### src/rtl/core/bpfc_pkg.sv
// Shared types and constants for the bitmask pixel format converter.
// No dependencies; every other file in rtl/core uses it by scoped names.
`timescale 1ns / 1ps
`default_nettype none

package bpfc_pkg;

  // Pipeline depth: three compute stages plus the output register
  localparam int unsigned NUM_STAGES = 4;

  // Pixel format codes
  typedef enum logic [1:0] {
    FMT_RGB0    = 2'd0,
    FMT_RGB1    = 2'd1,
    FMT_BITMASK = 2'd2,
    FMT_RSVD    = 2'd3
  } pix_fmt_t;

  // Configuration register indexes
  typedef enum logic [1:0] {
    CFG_PIXEL_FORMAT = 2'd0,
    CFG_RED_MASK     = 2'd1,
    CFG_GREEN_MASK   = 2'd2,
    CFG_BLUE_MASK    = 2'd3
  } cfg_idx_t;

  localparam logic [31:0] RGB_MASK    = 32'h00FF_FFFF;
  localparam logic [31:0] ROUND_ADD   = 32'd127;
  // floor(x / 255) == (x * RECIP_255) >> RECIP_SHIFT for any 32-bit x
  localparam logic [31:0] RECIP_255   = 32'h8080_8081;
  localparam int unsigned RECIP_SHIFT = 39;
  localparam int unsigned QUOT_W      = 64 - RECIP_SHIFT;

  // Per-stage load enables and valid bits from the pipeline control
  typedef struct packed {
    logic [NUM_STAGES-1:0] load;
    logic [NUM_STAGES-1:0] valid;
  } pipe_ctl_t;

  // Field placement decoded from one channel mask
  typedef struct packed {
    logic [4:0] pos;
    logic [5:0] width;
    logic       full;
  } field_t;

endpackage

`default_nettype wire

### src/rtl/core/bpfc_mask_decode.sv
// Decodes one channel mask into field position, run width and full-word flag.
// Depends on bpfc_pkg for field_t.
`timescale 1ns / 1ps
`default_nettype none

module bpfc_mask_decode (
  input  wire logic [31:0]     mask,
  output bpfc_pkg::field_t     field
);

  logic [31:0] low_bit;
  logic [31:0] run_bits;
  logic [31:0] below_low;

  // Isolate the lowest set bit and the run of ones that starts there
  assign low_bit   = mask & (~mask + 32'd1);
  assign run_bits  = (mask ^ (mask + low_bit)) & mask;
  assign below_low = low_bit - 32'd1;

  // Count bits under the lowest one for the position, run bits for the width
  always_comb begin
    field.pos   = 5'($countones(below_low));
    field.width = 6'($countones(run_bits));
    field.full  = &mask;
  end

endmodule

`default_nettype wire

### src/rtl/core/bpfc_chan_path.sv
// One color channel: mask decode, rescale to field width, divide by 255, place.
// Depends on bpfc_pkg and bpfc_mask_decode; stepped by the shared pipeline control.
`timescale 1ns / 1ps
`default_nettype none

module bpfc_chan_path (
  input  wire logic                clk,
  input  wire bpfc_pkg::pipe_ctl_t ctl,
  input  wire logic [7:0]          chan_value,
  input  wire logic [31:0]         chan_mask,
  output logic [31:0]              placed
);

  bpfc_pkg::field_t field;

  logic [7:0]              value_s1_r;
  bpfc_pkg::field_t        field_s1_r;
  logic [31:0]             scaled_s2_r;
  logic [4:0]              pos_s2_r;
  logic                    full_s2_r;
  logic [63:0]             prod_s3_r;
  logic [4:0]              pos_s3_r;
  logic                    full_s3_r;

  logic [31:0]             scaled_nxt;
  logic [bpfc_pkg::QUOT_W-1:0] quot;

  bpfc_mask_decode u_decode (
    .mask  (chan_mask),
    .field (field)
  );

  // v * (2^w - 1) + 127, all modulo 2^32
  assign scaled_nxt = ((32'(value_s1_r) << field_s1_r.width) - 32'(value_s1_r))
                      + bpfc_pkg::ROUND_ADD;

  // Stage 1: capture channel value and decoded field
  always_ff @(posedge clk) begin
    if (ctl.load[0]) begin
      value_s1_r <= chan_value;
      field_s1_r <= field;
    end
  end

  // Stage 2: rounded product
  always_ff @(posedge clk) begin
    if (ctl.load[1]) begin
      scaled_s2_r <= scaled_nxt;
      pos_s2_r    <= field_s1_r.pos;
      full_s2_r   <= field_s1_r.full;
    end
  end

  // Stage 3: reciprocal multiply for the divide by 255
  always_ff @(posedge clk) begin
    if (ctl.load[2]) begin
      prod_s3_r <= 64'(scaled_s2_r) * 64'(bpfc_pkg::RECIP_255);
      pos_s3_r  <= pos_s2_r;
      full_s3_r <= full_s2_r;
    end
  end

  // Shift the quotient into place; a zero mask clears it, an all-ones mask passes
  assign quot = prod_s3_r[63:bpfc_pkg::RECIP_SHIFT];

  always_comb begin
    if (full_s3_r) begin
      placed = chan_mask;
    end else begin
      placed = (32'(quot) << pos_s3_r) & chan_mask;
    end
  end

endmodule

`default_nettype wire

### src/rtl/core/bpfc_pipe_ctrl.sv
// Valid bits and per-stage load enables for the converter pipeline.
// Depends on bpfc_pkg; a stage loads when it is empty or its successor moves.
`timescale 1ns / 1ps
`default_nettype none

module bpfc_pipe_ctrl (
  input  wire logic             clk,
  input  wire logic             rst_n,
  input  wire logic             in_valid,
  input  wire logic             out_ready,
  output logic                  in_ready,
  output bpfc_pkg::pipe_ctl_t   ctl
);

  localparam int unsigned N = bpfc_pkg::NUM_STAGES;

  logic [N-1:0] valid_r;
  logic [N-1:0] valid_nxt;
  logic [N-1:0] rdy;
  logic [N-1:0] feed;

  // Ready ripples back from the output; a bubble lets earlier stages close up
  always_comb begin
    rdy[N-1] = ~valid_r[N-1] | out_ready;
    for (int k = N - 2; k >= 0; k--) begin
      rdy[k] = ~valid_r[k] | rdy[k+1];
    end
    feed = {valid_r[N-2:0], in_valid};
    for (int k = 0; k < N; k++) begin
      valid_nxt[k] = rdy[k] ? feed[k] : valid_r[k];
    end
  end

  // Advance valid bits
  always_ff @(posedge clk) begin
    if (!rst_n) begin
      valid_r <= '0;
    end else begin
      valid_r <= valid_nxt;
    end
  end

  assign in_ready  = rdy[0];
  assign ctl.load  = rdy;
  assign ctl.valid = valid_r;

endmodule

`default_nettype wire

### src/rtl/core/bitmask_pixel_format_converter.sv
// Top level of the bitmask pixel format converter: config registers, three
// channel paths and the output register. Depends on bpfc_pkg, bpfc_pipe_ctrl,
// bpfc_chan_path.
//
//   channel   ports                               direction
//   in        in_valid/in_ready, in_source_pixel  request in
//   out       out_valid/out_ready, out_converted_pixel  request out
//   cfg       cfg_valid/cfg_ready, cfg_index, cfg_data  register write in
//
// Takes one pixel per clock while out_ready allows; the stages are decode, rounded product,
// 32x32 reciprocal multiply for the divide by 255, and output register.
// Synchronous active-low reset clears the valid bits and the config registers to 0.
// A stall at out_ready backs up stage by stage; bubbles close up, nothing drops.
// Configuration writes are always accepted and take effect on the next cycle.
`timescale 1ns / 1ps
`default_nettype none

module bitmask_pixel_format_converter (
  input  wire logic        clk,
  input  wire logic        rst_n,
  input  wire logic        in_valid,
  output logic             in_ready,
  input  wire logic [31:0] in_source_pixel,
  output logic             out_valid,
  input  wire logic        out_ready,
  output logic [31:0]      out_converted_pixel,
  input  wire logic        cfg_valid,
  output logic             cfg_ready,
  input  wire logic [1:0]  cfg_index,
  input  wire logic [31:0] cfg_data
);

  localparam int unsigned LAST = bpfc_pkg::NUM_STAGES - 1;

  bpfc_pkg::pipe_ctl_t ctl;
  bpfc_pkg::pix_fmt_t  pixel_format_r;
  logic [31:0]         red_mask_r;
  logic [31:0]         green_mask_r;
  logic [31:0]         blue_mask_r;

  logic [23:0]         rgb_s1_r;
  logic [23:0]         rgb_s2_r;
  logic [23:0]         rgb_s3_r;
  logic [31:0]         converted_r;
  logic [31:0]         converted_nxt;

  logic [31:0]         red_placed;
  logic [31:0]         green_placed;
  logic [31:0]         blue_placed;

  // Configuration registers
  assign cfg_ready = 1'b1;

  always_ff @(posedge clk) begin
    if (!rst_n) begin
      pixel_format_r <= bpfc_pkg::FMT_RGB0;
      red_mask_r     <= '0;
      green_mask_r   <= '0;
      blue_mask_r    <= '0;
    end else if (cfg_valid) begin
      unique case (bpfc_pkg::cfg_idx_t'(cfg_index))
        bpfc_pkg::CFG_PIXEL_FORMAT: pixel_format_r <= bpfc_pkg::pix_fmt_t'(cfg_data[1:0]);
        bpfc_pkg::CFG_RED_MASK:     red_mask_r     <= cfg_data;
        bpfc_pkg::CFG_GREEN_MASK:   green_mask_r   <= cfg_data;
        bpfc_pkg::CFG_BLUE_MASK:    blue_mask_r    <= cfg_data;
        default: ;
      endcase
    end
  end

  bpfc_pipe_ctrl u_ctrl (
    .clk       (clk),
    .rst_n     (rst_n),
    .in_valid  (in_valid),
    .out_ready (out_ready),
    .in_ready  (in_ready),
    .ctl       (ctl)
  );

  bpfc_chan_path u_red (
    .clk        (clk),
    .ctl        (ctl),
    .chan_value (in_source_pixel[23:16]),
    .chan_mask  (red_mask_r),
    .placed     (red_placed)
  );

  bpfc_chan_path u_green (
    .clk        (clk),
    .ctl        (ctl),
    .chan_value (in_source_pixel[15:8]),
    .chan_mask  (green_mask_r),
    .placed     (green_placed)
  );

  bpfc_chan_path u_blue (
    .clk        (clk),
    .ctl        (ctl),
    .chan_value (in_source_pixel[7:0]),
    .chan_mask  (blue_mask_r),
    .placed     (blue_placed)
  );

  // Carry the pass-through word alongside the channel paths
  always_ff @(posedge clk) begin
    if (ctl.load[0]) rgb_s1_r <= in_source_pixel[23:0];
    if (ctl.load[1]) rgb_s2_r <= rgb_s1_r;
    if (ctl.load[2]) rgb_s3_r <= rgb_s2_r;
  end

  // Merge channels or pass RGB through
  always_comb begin
    case (pixel_format_r)
      bpfc_pkg::FMT_BITMASK: converted_nxt = red_placed | green_placed | blue_placed;
      default:               converted_nxt = {8'd0, rgb_s3_r};
    endcase
  end

  // Output register
  always_ff @(posedge clk) begin
    if (ctl.load[LAST]) converted_r <= converted_nxt;
  end

  assign out_valid           = ctl.valid[LAST];
  assign out_converted_pixel = converted_r;

`ifndef ASSERT_OFF
  // A full third stage with room downstream must reach the output
  a_advance: assert property (@(posedge clk) disable iff (!rst_n)
    ctl.valid[LAST-1] && ctl.load[LAST] |=> out_valid)
    else $error("item lost between multiply stage and output");

  // Input back-pressure only when every stage holds an item
  a_full_stall: assert property (@(posedge clk) disable iff (!rst_n)
    !in_ready |-> (&ctl.valid) && !out_ready)
    else $error("input stalled with room in the pipeline");

  // Pass-through results never carry the top byte
  a_pass_top: assert property (@(posedge clk) disable iff (!rst_n)
    out_valid && $stable(pixel_format_r) && pixel_format_r != bpfc_pkg::FMT_BITMASK
    |-> out_converted_pixel[31:24] == 8'd0)
    else $error("pass-through result has nonzero top byte");
`endif

endmodule

`default_nettype wire

### config.mk
export PLATFORM = sky130hd
export DESIGN_NAME = bitmask_pixel_format_converter
export DESIGN_NICKNAME = d
export VERILOG_FILES = /design/src/rtl/core/bpfc_pkg.sv /design/src/rtl/core/bpfc_mask_decode.sv /design/src/rtl/core/bpfc_chan_path.sv /design/src/rtl/core/bpfc_pipe_ctrl.sv /design/src/rtl/core/bitmask_pixel_format_converter.sv
export SDC_FILE = /design/constraint.sdc
export NUM_CORES = 2
export LEC_CHECK = 0
export BUFFER_PORTS_ARGS = -buffer_cell sky130_fd_sc_hd__buf_2
export CAP_MARGIN = 5
export CORE_AREA = 5 5 295 297
export CTS_CLUSTER_SIZE = 30
export DETAILED_ROUTE_END_ITERATION = 16
export DIE_AREA = 0 0 300 302
export GPL_TIMING_DRIVEN = 0
export PLACE_DENSITY = 0.87
export SLEW_MARGIN = 20
export SYNTH_ARGS = -nofsm -noshare
export SYNTH_HDL_FRONTEND = slang
export SYNTH_HIERARCHICAL = 1
export SYNTH_SLANG_ARGS = --single-unit
### constraint.sdc
create_clock -name clk -period 17.55 [get_ports clk]
set_clock_uncertainty 0.1 [all_clocks]
set_input_delay 0.8775 -clock clk [delete_from_list [all_inputs] [get_ports clk]]
set_output_delay 0.8775 -clock clk [all_outputs]
set_load 0.01 [all_outputs]
* Word level (Yosys, flattened, before mapping) *
Index checks and enable logic that the tools add are counted.
Widths: inputs -> output; s select.

storage, ports and cells
  output and inout bits = 35
  register bits after elaboration = 590

operators by class
  reduce and logical (&&, ||, !) cells = 8
  equality and inequality tests = 4
  add/sub/neg operators = 201
  bitwise operators = 25
  shift-type cells = 6
  multiply operators = 3
  muxes and demuxes = 4

operator list
  kind                    count
  $and 32x32->32          9
  $add 1x1->2             96
  $mul 32x32->64 const B  3
  $add 2x2->3             48
  $add 3x3->4             24
  $add 32x1->32 const B   3
  $add 32x32->32          3
  $add 32x7->32 const B   3
  $mux 32                 3
  $not 32->32             3
  $reduce_and 32->1       3
  $shl 25x5->32           3
  $shl 8x6->32            3
  $sub 32x1->32 const B   3
  $sub 32x8->32           3
  $xor 32x32->32          3
  $or 32x32->32           2
  $add 4x4->5             12
  $mux 24                 1
  $add 5x5->6             3
  $add 5x5->5             3
  $reduce_and 2->1        4
  $eq 2x2->1 const B      3
  $not 1->1               4
  other kinds (3)         6

* Longest topological paths before layout *
  depth after elaboration = 11
  depth in mapped cells = 31
  mapped depth without buffers = 29

* By module *
The synthesis kept the hierarchy.

by module, submodules not included
  module                                  instances  sequential area each (um^2)  area an instance (um^2)  cells an instance
  bpfc_chan_path (u_red)                  1          2672.6                       12856.1                  1329
  bpfc_chan_path (u_green)                1          2672.6                       12778.5                  1326
  bpfc_chan_path (u_blue)                 1          2672.6                       12652.1                  1301
  bpfc_mask_decode (u_blue.u_decode ...)  2          0.0                          4241.6                   587
  bitmask_pixel_format_converter          1          5084.9                       7473.4                   522
  bpfc_mask_decode (u_red.u_decode)       1          0.0                          3888.7                   549
  bpfc_pipe_ctrl                          1          80.1                         171.4                    18

* Worst setup path after synthesis *
No wires, ideal clock.

  path type = register -> register
  from = register red_mask_r[0]
  to = register u_red/field_s1_r[5] in the netlist's numbering, data pin
  slack = 9854 ps
  arrival time = 7338 ps
  library setup time = 258 ps
  stages on the path, launching flop included = 32
  clock period less this slack = 7696 ps
  cells stage by stage = dfxtp_1 -> clkbuf_1 -> inv_1 -> ha_1 -> clkbuf_1 -> nand2b_1 -> a211oi_1 -> a2bb2oi_1 -> or3_1 -> o21bai_1 -> a221o_1 -> a41oi_1 -> nor2_1 -> a22o_1 -> a211o_1 -> o211ai_1 -> fa_1 -> fa_1 -> inv_1 -> fa_1 -> inv_1 -> fa_1 -> fa_1 -> inv_1 -> fa_1 -> ha_1 -> inv_1 -> fa_1 -> inv_1 -> a21o_1 -> a21oi_1 -> xnor2_1

RTL lines
  what                    RTL line                              source
  start, declared         bitmask_pixel_format_converter.sv:37  logic [31:0] red_mask_r;
  start signal, assigned  bitmask_pixel_format_converter.sv:63  bpfc_pkg::CFG_RED_MASK: red_mask_r <= cfg_data;
  end signal, assigned    bpfc_chan_path.sv:41                  field_s1_r <= field;
  end, declared           bpfc_chan_path.sv:17                  bpfc_pkg::field_t field_s1_r;

==> results.py <==
metrics = {
    "drt": {
        "drt-initial-drc-count": 5577,
        "via_count": 50684,
        "drc": 0,
        "ant_nets": 0,
        "wl_per_cell_um": 24.00,
        "via_per_inst": 6.744,
        "drtPass1Iterations": 8,
        "wl_um": 180300,
    },
    "yosys": {
        "ys_top_cells_by_count": "ha_1, nand2_1, inv_1",
        "synth_edf_count": 371,
        "async_flop_share_pct": 0,
        "synth_top_area_share_pct": 21.12,
        "synth.largest_area_cell": "ha_1",
        "synth_nets": 7544,
        "ys_seq_area_share_pct": 22.61,
        "syn_area_per_cell_um2": 9.375,
        "syn_inst": 6219,
        "ys_warn_count": 6,
        "ys_seq_elements": 473,
        "synth.distinct_cells": 137,
        "synth-xor-area-share_pct": 3.680,
        "synth_area_leaders": "ha_1, edfxtp_1, fa_1",
        "synth_simple_gate_area_share_pct": 16.07,
        "synthesis.area_mm2": 0.05830,
        "synthMuxAreaShare_pct": 6.361,
        "synth_compound_area_share_pct": 15.52,
        "synthAdderAreaFrac_pct": 30.39,
        "synth_top_family_by_area": "adder cells",
        "synth_flop_cell": "edfxtp_1",
        "yosys.cell_count.top_type": "ha_1",
    },
    "sta": {
        "finalCriticalPeriod_ns": 9.158,
        "drv_slew": 0,
        "whs_ns": 0.3061,
        "fin_crit_sh_pct": 52.18,
        "setup_tns_ns": 0,
        "fmax_mhz": 109.2,
        "setup_violations": 0,
        "slew-limit-headroom_pct": 27.18,
        "finalHoldViolations": 0,
        "rsz0062_at_grt": "no",
        "worst_slew_pin_slew_ns": 1.082,
    },
    "die": {
        "pin_count": 106,
        "core_mm2": 0.08434,
        "die_h_um": 302,
        "start_util_pct": 69.13,
        "die_w_um": 300,
        "num_rows": 107,
        "die_area_mm2": 0.09060,
    },
    "critical_path": {
        "cp.required_ns": 17.84,
        "worst-path-buf-inv": 8,
        "setup.worst_path.start": "red_mask_r[0]",
        "arrival_ns": 9.45,
        "crit_top_cell": "fa_1",
        "crit_fanout": 10,
        "r2r-start": "red_mask_r[0]",
        "end_kind": "flop",
        "cpPeakStageDelay_ns": 0.61,
        "cp-start-kind": "flop",
        "slowest_stage": "dfxtp_1",
        "critPathTopFamily": "adder cells",
        "critPathKind": "flop to flop",
    },
    "finish": {
        "layout-drive-gt1-share_pct": 8.876,
        "final_nets": 7702,
        "areaGrowthSynthToFinish_pct": 6.657,
    },
    "placed_design": {
        "numPortBuffers": 96,
        "place.gp.congestion": 1.029,
        "hpwlAfterDp_um": 144800,
    },
    "grt": {
        "grt_use_total_pct": 38.83,
        "antenna_found_initial": 3,
        "grt_max_degree": 85,
        "grt_pass1_vias": 49894,
        "grt_pass1_wl_um": 278600,
        "gr-total-overflow": 0,
    },
    "clocking": {
        "cts_root_buf": "clkbuf_16",
        "postCtsHoldBufs": 0,
        "cts_tree": "built",
        "cts_sinks": 473,
        "post_cts_buffers": 0,
        "path_clk_slew_ns": 0.06,
        "clockBufferDepth": 3,
        "cts_max_level": 2,
        "postCtsResizedCells": 0,
        "clkLatencyLatePin_ns": 0.65,
        "cts_made_buffers": 56,
    },
    "outcome": {
        "status": "finished, final reports clean",
    },
    "min_path": {
        "hold_class": "flop to flop",
        "holdCritStartpoint": "u_blue/pos_s2_r[1]",
    },
    "flow_run": {
        "maxCapViolations": 0,
    },
}
cells by family after synthesis:
family | count (synthesis)
AND/OR/NAND/NOR | 1858
AO/OA/AOI/OAI | 1343
adder cells (fa/ha/maj) | 1254
buffers and inverters | 748
flip-flops | 473
multiplexers | 297
XOR/XNOR | 245
other | 1
cell usage in the layout, fill, tap and decap left out, drive strengths merged, types with 34 or more instances in the layout:
master / instances
ha: 984
nand2b: 70
buf: 191
a211oi: 69
xor2: 88
nor4: 44
a21o: 123
nor2b: 87
o21ai: 267
a31oi: 47
nor2: 378
nand2: 601
dfxtp: 102
fa: 270
clkbuf: 211
o211ai: 43
inv: 519
mux2i: 180
o21bai: 34
or3: 71
edfxtp: 371
mux2: 72
nand4: 75
o21a: 114
and2: 43
nand3: 132
nor3: 133
a21oi: 381
or2: 55
and3: 70
xnor2: 157
mux4: 45
through the flow:
step	instances	setup slack [ns]	util (%)	instance area, µm²
after floorplan	6219	9.854	-	58300
after global placement	7405	8.770	71.31	60150
after detailed placement	7409	8.666	71.45	60270
after CTS	7512	8.621	73.72	62180
after global routing	7512	7.990	73.72	62180
final	7515	8.392	73.73	62180
area by class of cell:
class / count / area [µm²]
repair buffers: 100 / 583.1
flip-flops and latches: 473 / 13180
plain buffers: 233 / 1196
well taps: 1090 / 1364
clock buffers: 69 / 1545
multi-input cells: 4998 / 42000
diodes: 3 / 7.507
inverters: 515 / 1946
clock inverters: 34 / 365.4
fillers: 6022 / 22160
worst reg2reg max path: cells and delay by family, from the launching register on:
family	cells	cell delay, ns
DFF	1	0.61
adders and majority gates	9	4.06
xor gates and xnor gates	1	0.14
AOI/OAI and AO/OA	10	2.30
buffers and inverters	8	1.20
and+or+nand+nor	3	0.53
per-layer routing:
layer	vias up	wire length, µm	share of wire, %	GRT usage [%]
met5	-	31	0.017	0
met4	4	10270	5.7	17.48
met3	679	16650	9.2	6.732
met2	2869	82250	46	63.72
met1	24216	71130	39	50.83
li1	22916	-	-	-
state kept, by name (all words and copies together) (netlist names), 8 cells and up:
name                 flops
u_red/scaled_s2_r       32
u_blue/value_s1_r        8
u_red/value_s1_r         8
u_green/prod_s3_r       25
rgb_s1_r                24
u_green/field_s1_r      12
u_green/scaled_s2_r     32
u_green/value_s1_r       8
rgb_s2_r                24
red_mask_r              32
rgb_s3_r                24
out_converted_pixel     32
u_red/field_s1_r        12
u_blue/scaled_s2_r      32
u_blue/field_s1_r       12
u_red/prod_s3_r         25
blue_mask_r             32
green_mask_r            32
u_blue/prod_s3_r        25
path summary, 6_finish.rpt:
kind                                            end  slack, ns  cells after the start
worst max-delay path            u_red/field_s1_r[5]       8.39                     31
worst min-delay path             u_blue/pos_s3_r[1]       0.31                      0
worst max register to register  u_red/field_s1_r[5]       8.39                     31
worst min register to register   u_blue/pos_s3_r[1]       0.31                      0
Power is left out: the tool's default activity adds up to more than one toggle a clock period on the data nets, which glitch-free logic cannot reach.
